==> config.mk <==
export PLATFORM = sky130hd
export DESIGN_NAME = mtrr_ctrl
export DESIGN_NICKNAME = d
export VERILOG_FILES = /design/src/hw/rtl/mtrr_pkg.sv /design/src/hw/rtl/mtrr_ctrl.sv
export SDC_FILE = /design/constraint.sdc
export NUM_CORES = 1
export LEC_CHECK = 0
export BUFFER_PORTS_ARGS = -buffer_cell sky130_fd_sc_hd__buf_2
export CORE_AREA = 2 2 39 41
export DETAILED_ROUTE_END_ITERATION = 10
export DIE_AREA = 0 0 41 43
export GPL_ROUTABILITY_DRIVEN = 1
export SLEW_MARGIN = 20
export SYNTH_ARGS = -nofsm -noshare
export SYNTH_HDL_FRONTEND = slang
export SYNTH_SLANG_ARGS = --single-unit
==> constraint.sdc <==
create_clock -name clk -period 1.29 [get_ports clk]
set_clock_uncertainty 0.1 [all_clocks]
set_input_delay 0 -clock clk [delete_from_list [all_inputs] [get_ports clk]]
set_output_delay 0 -clock clk [all_outputs]
set_load 0.02 [all_outputs]
==> src/hw/rtl/mtrr_pkg.sv <==
// ============================================================================
// mtrr_pkg - shared types and constants for the memory type resolver
// Holds operation codes, memory type codes and the command/status bundles
// exchanged between the controller and the datapath.
// ============================================================================
package mtrr_pkg;

    // Operation codes carried on the input side band
    localparam logic [1:0] MODE_CLEAR  = 2'd0;
    localparam logic [1:0] MODE_APPEND = 2'd1;
    localparam logic [1:0] MODE_LOOKUP = 2'd2;

    // Memory type codes with special resolution rules
    localparam int unsigned TYPE_W  = 3;
    localparam logic [2:0]  TYPE_UC = 3'd0;
    localparam logic [2:0]  TYPE_WT = 3'd4;
    localparam logic [2:0]  TYPE_WB = 3'd6;

    // Result transaction width (type, used_default, status, padding)
    localparam int unsigned OUT_DATA_W = 8;

    // Controller to datapath commands
    typedef struct packed {
        logic start;     // input transaction accepted this cycle
        logic scan;      // table scan in progress
        logic load_out;  // capture result into the output register
    } mtrr_cmd_t;

    // Datapath to controller status
    typedef struct packed {
        logic scan_done; // lookup scan finished
    } mtrr_sts_t;

endpackage

==> src/hw/rtl/mtrr_ctrl.sv <==
// ============================================================================
// mtrr_ctrl - transaction sequencer for the memory type resolver
// Accepts one transaction at a time, runs the table scan for lookups and
// hands the result to the output register when it is free.
// ============================================================================
module mtrr_ctrl
(
    input  logic                   clk,
    input  logic                   rst_n,
    input  logic                   s_valid,
    output logic                   s_ready,
    input  logic [1:0]             mode,
    output logic                   m_valid,
    input  logic                   m_ready,
    output mtrr_pkg::mtrr_cmd_t    cmd,
    input  mtrr_pkg::mtrr_sts_t    sts
);
    import mtrr_pkg::*;

    typedef enum logic [2:0] {
        S_IDLE = 3'b001,
        S_SCAN = 3'b010,
        S_RESP = 3'b100
    } state_t;

    state_t state_reg;
    state_t state_next;
    logic   m_valid_reg;
    logic   m_valid_next;
    logic   accept;
    logic   out_free;

    assign s_ready  = (state_reg == S_IDLE);
    assign accept   = s_valid && s_ready;
    assign out_free = !m_valid_reg || m_ready;
    assign m_valid  = m_valid_reg;

    // Issue datapath commands
    always_comb
    begin
        cmd.start    = accept;
        cmd.scan     = (state_reg == S_SCAN);
        cmd.load_out = (state_reg == S_RESP) && out_free;
    end

    // Advance the sequencer
    always_comb
    begin
        state_next = state_reg;
        unique case (state_reg)
            S_IDLE:
            begin
                if (accept)
                begin
                    state_next = (mode == MODE_LOOKUP) ? S_SCAN : S_RESP;
                end
            end
            S_SCAN:
            begin
                if (sts.scan_done)
                begin
                    state_next = S_RESP;
                end
            end
            S_RESP:
            begin
                if (out_free)
                begin
                    state_next = S_IDLE;
                end
            end
            default:
            begin
                state_next = S_IDLE;
            end
        endcase
    end

    // Hold the output valid until the transaction is taken
    always_comb
    begin
        priority if (cmd.load_out)
        begin
            m_valid_next = 1'b1;
        end
        else if (m_ready)
        begin
            m_valid_next = 1'b0;
        end
        else
        begin
            m_valid_next = m_valid_reg;
        end
    end

    always_ff @(posedge clk or negedge rst_n)
    begin
        if (!rst_n)
        begin
            state_reg   <= S_IDLE;
            m_valid_reg <= 1'b0;
        end
        else
        begin
            state_reg   <= state_next;
            m_valid_reg <= m_valid_next;
        end
    end

endmodule

==> results <==
- Setup repair after global routing could not meet its margin everywhere.
- Across all hold checks on the routed design, the worst slack comes to -9.004 ps.
- The detail-routed via count per cell is 4.016.
- The setup path with the least slack is of type flip-flop to primary output.
- The pin count of the biggest net entering global routing is 7.
- The Yosys step of the flow raised 0 warnings.
- The via count is approximately 250.
- The start point of the critical path is state_reg[0]$_DFFE_PN1P_.
- The initial antenna violation count is 0.
- Before CTS, the worst setup slack after placement is 128.9 ps.
- The distinct cell type count of the synthesized netlist is 17.
- After synthesis the cells add up to between 200 and 300 um^2.
- The via count of the first global-routing pass was 216.
- Counting along the longest clock path gives a buffer depth of 2.
- The ratio of cells with drive above 1 in the final layout is a little over 50%.
- The total routed wirelength is roughly 580 um.
- The routed design uses 37 um of met3 wire.
- The CTS tree is built.
- The net count of the finished layout is 53.
- Once the floorplan was initialized, standard cells occupied 18.17% of the core.
- Across the run, the number of max-cap violations was 0.
- The global-route wire length before repair is 903 um.
- The average wire per standard cell is 9.459 um.
- The vertical die dimension is roughly 43 um.
- The later pin in the worst-skew pair is clocked with a latency of 250 ps.
- The count of unresolved DRC violations after routing is 0.
- Cell internal power was estimated by the tool at 0.0003639 W.
- The H-tree depth reported by CTS is 1.
- The first routing iteration left 6 violations.
- The routed wire length on met2 is 287 um.
- The chip width is 41 um.
- The number of max-slew violations in the final report is 0.
- The post-route clock period utilization is 99.46%.
- The worst register-to-register path begins at state_reg[0]$_DFFE_PN1P_.
- Clock-pin slew was measured on the worst setup and hold paths at 40 ps.
- The growth of design area from synthesis to finish is 65.67%.
- The switching power as a share of total power is 31.96%.
- Measured on the finished design, the core utilization comes to 30.11%.
- The power spent charging and discharging nets is 0.0001710 W.
- The worst setup path is captured at a primary output.
- The pin slew with the least headroom to its limit is 240.8 ps.
- The maximum resistive drop on vdd is 0.0003110 V.
- The core region is approximately 1400 um^2.
- The TritonCTS buffer count is 3.
- The final reports fail on negative hold slack.
- The final standard cell area without fillers is 416.7 um^2.
- The row count is 14.
- The count of nets left with antenna violations once routing finished came out at 0.
- The post-route total power is 0.0005349 W.
- After synthesis the netlist holds a flip-flop and latch count of 4.
- The number of iterations in the first detailed-routing pass is 3.
- The launching element type of the critical path is a flip-flop.
- The final count of hold timing violations was 1.
- The floorplan die area is 1763 um^2.
- The uppermost signal routing layer after detailed routing is met4.
- The flow ran to the end, but the final reports show violations.
- The part of the Yosys area used for sequential elements is between 40% and 50%.
- The worst path meets setup with 6.995 ps of slack.
- The relative slew slack is a little over four fifths.
- 12 I/O pins were placed.
- The share of total power in the clock network is 33.8%.
- The number of nets handed over by synthesis was 33.
- Synthesis produced a netlist whose cell count is 26.
- The area of placed instances is just over 300 um^2.
- The total leakage power is 0.2085 nW.
- Clock tree synthesis found a total of 4 sinks.
- The min-delay analysis places its worst path in the category primary input to flip-flop.
- Combinational logic burns 34.4% of the power.
- The power density normalized to cell area is 1284 nW/um^2.
- The cell at the root of the clock tree is sky130_fd_sc_hd__clkbuf_4.
- The total global routing track utilization is 8.560%.
- The start point of the worst hold path is mode[0].
- The routability congestion estimate from global placement is between 0.6 and 0.7.
- For this run the aggregate overflow at the end of global routing stands at 0.
- Averaged over all synthesized cells, the footprint is between 9 and 10 um^2.
- Sequential cells account for 31.8% of the total power.
- The number of flip-flops in the largest register is 3.
- The total setup violations reported at the end of the flow is 0.
- For the worst setup path, the data arrival time is 1180 ps.
- The detailed router put a total of roughly 230 um of wire on met1.
- Counting the fill cells in the layout gives 161.
- The maximum achievable frequency is roughly 0.8 GHz.
- The antenna cell count is 0.
- After legalization and detailed placement, the total HPWL measured 402.1 um.
- The post-layout minimum cycle time is 1283 ps.
- In this run the worst path has a maximum fanout of 5.
- The data required time of the critical path is 1190 ps.
- The count of buffers added on input and output ports is 11.
-- power groups by stage --
stage	logic [W]	clock network (W)	registers, W
after floorplan	0.000104	0	0.000170
after global placement	0.000136	0	0.000169
after detailed placement	0.000136	0	0.000169
after CTS	0.000152	0.000183	0.000167
after global routing	0.000197	0.000190	0.000174
final	0.000184	0.000181	0.000170
-- cell families after synthesis --
family                 Yosys count  share of synthesized area [%]
buffers and inverters            4                          11.94
AO/OA/AOI/OAI                    5                          12.93
flip-flops                       4                          40.30
AND/OR/NAND/NOR                 13                          34.83
-- final cells by class --
class	count	area [um^2]	area share, %
Multi-Input combinational cell	18	135.1	32.43
Timing Repair Buffer	18	128.9	30.93
Sequential cell	4	102.6	24.62
Clock buffer	4	26.28	6.306
Tap cell	16	20.02	4.805
Inverter	1	3.754	0.9009
-- cells in the mapped netlist (all sizes together) --
master   instances  area, um^2
o22ai            1       6.260
inv              1       3.750
dfrtp            3       75.07
nand2b           3       18.77
and2b            1       7.510
nand3b           1       20.02
o2bb2ai          1       8.760
nor2b            1       6.260
a31oi            2       12.51
nand2            1       3.750
a21oi            1       5.000
buf              3       26.27
nor3b            1       7.510
dfstp            1       26.28
and3b            1       8.760
nor2             4       15.01
-- repair_timing --
item                                    in CTS  in global routing
hold buffers                                 4                  0
setup buffers                                0                  2
endpoints found under the hold margin        6                  0
gates resized for setup                      2                  7
endpoints found under the setup margin       1                  4
cloned                                       0                  0
-- stage by stage --
stage / setup TNS, ps / instances
floorplan: 0 / 26
global placement: 0 / 51
detailed placement: 0 / 51
CTS: 0 / 59
global route: -56.16 / 61
finish: 0 / 61
-- worst max-delay path, cell delays in order (launching register included) --
cell	delay [ps]
sky130_fd_sc_hd__dfstp_2	570
sky130_fd_sc_hd__nand2b_1	170
sky130_fd_sc_hd__nor2_1	50
sky130_fd_sc_hd__buf_2	150
-- path summary, 6_finish.rpt --
kind                                                 end  cells past startpoint  slack (ps)
worst max-delay path                              cmd[1]                      3           7
worst min-delay path            state_reg[2]$_DFFE_PN0P_                      3          -9
worst max register to register  state_reg[1]$_DFFE_PN0P_                      4          80
worst min register to register  state_reg[2]$_DFFE_PN0P_                      1         450
max in group asynchronous       state_reg[1]$_DFFE_PN0P_                      3         350
min in group asynchronous       state_reg[0]$_DFFE_PN1P_                      2         140
-- cells in the final DEF, fill, tap and decap left out, types with 2 or more instances in the layout --
cell                            count
sky130_fd_sc_hd__dlygate4sd3_1      4
sky130_fd_sc_hd__buf_4              5
sky130_fd_sc_hd__a31oi_1            2
sky130_fd_sc_hd__nand2b_1           3
sky130_fd_sc_hd__nor2_1             2
sky130_fd_sc_hd__dfrtp_1            2
sky130_fd_sc_hd__clkbuf_4           3
sky130_fd_sc_hd__buf_2              8
-- per-layer routing --
metal  up-vias  GRT usage, %
li1        124             -
met4         0         12.00
met3         3         3.665
met2         9         9.688
met1       109         9.416
met5         -             0
Power figures use the tool's default switching activity.
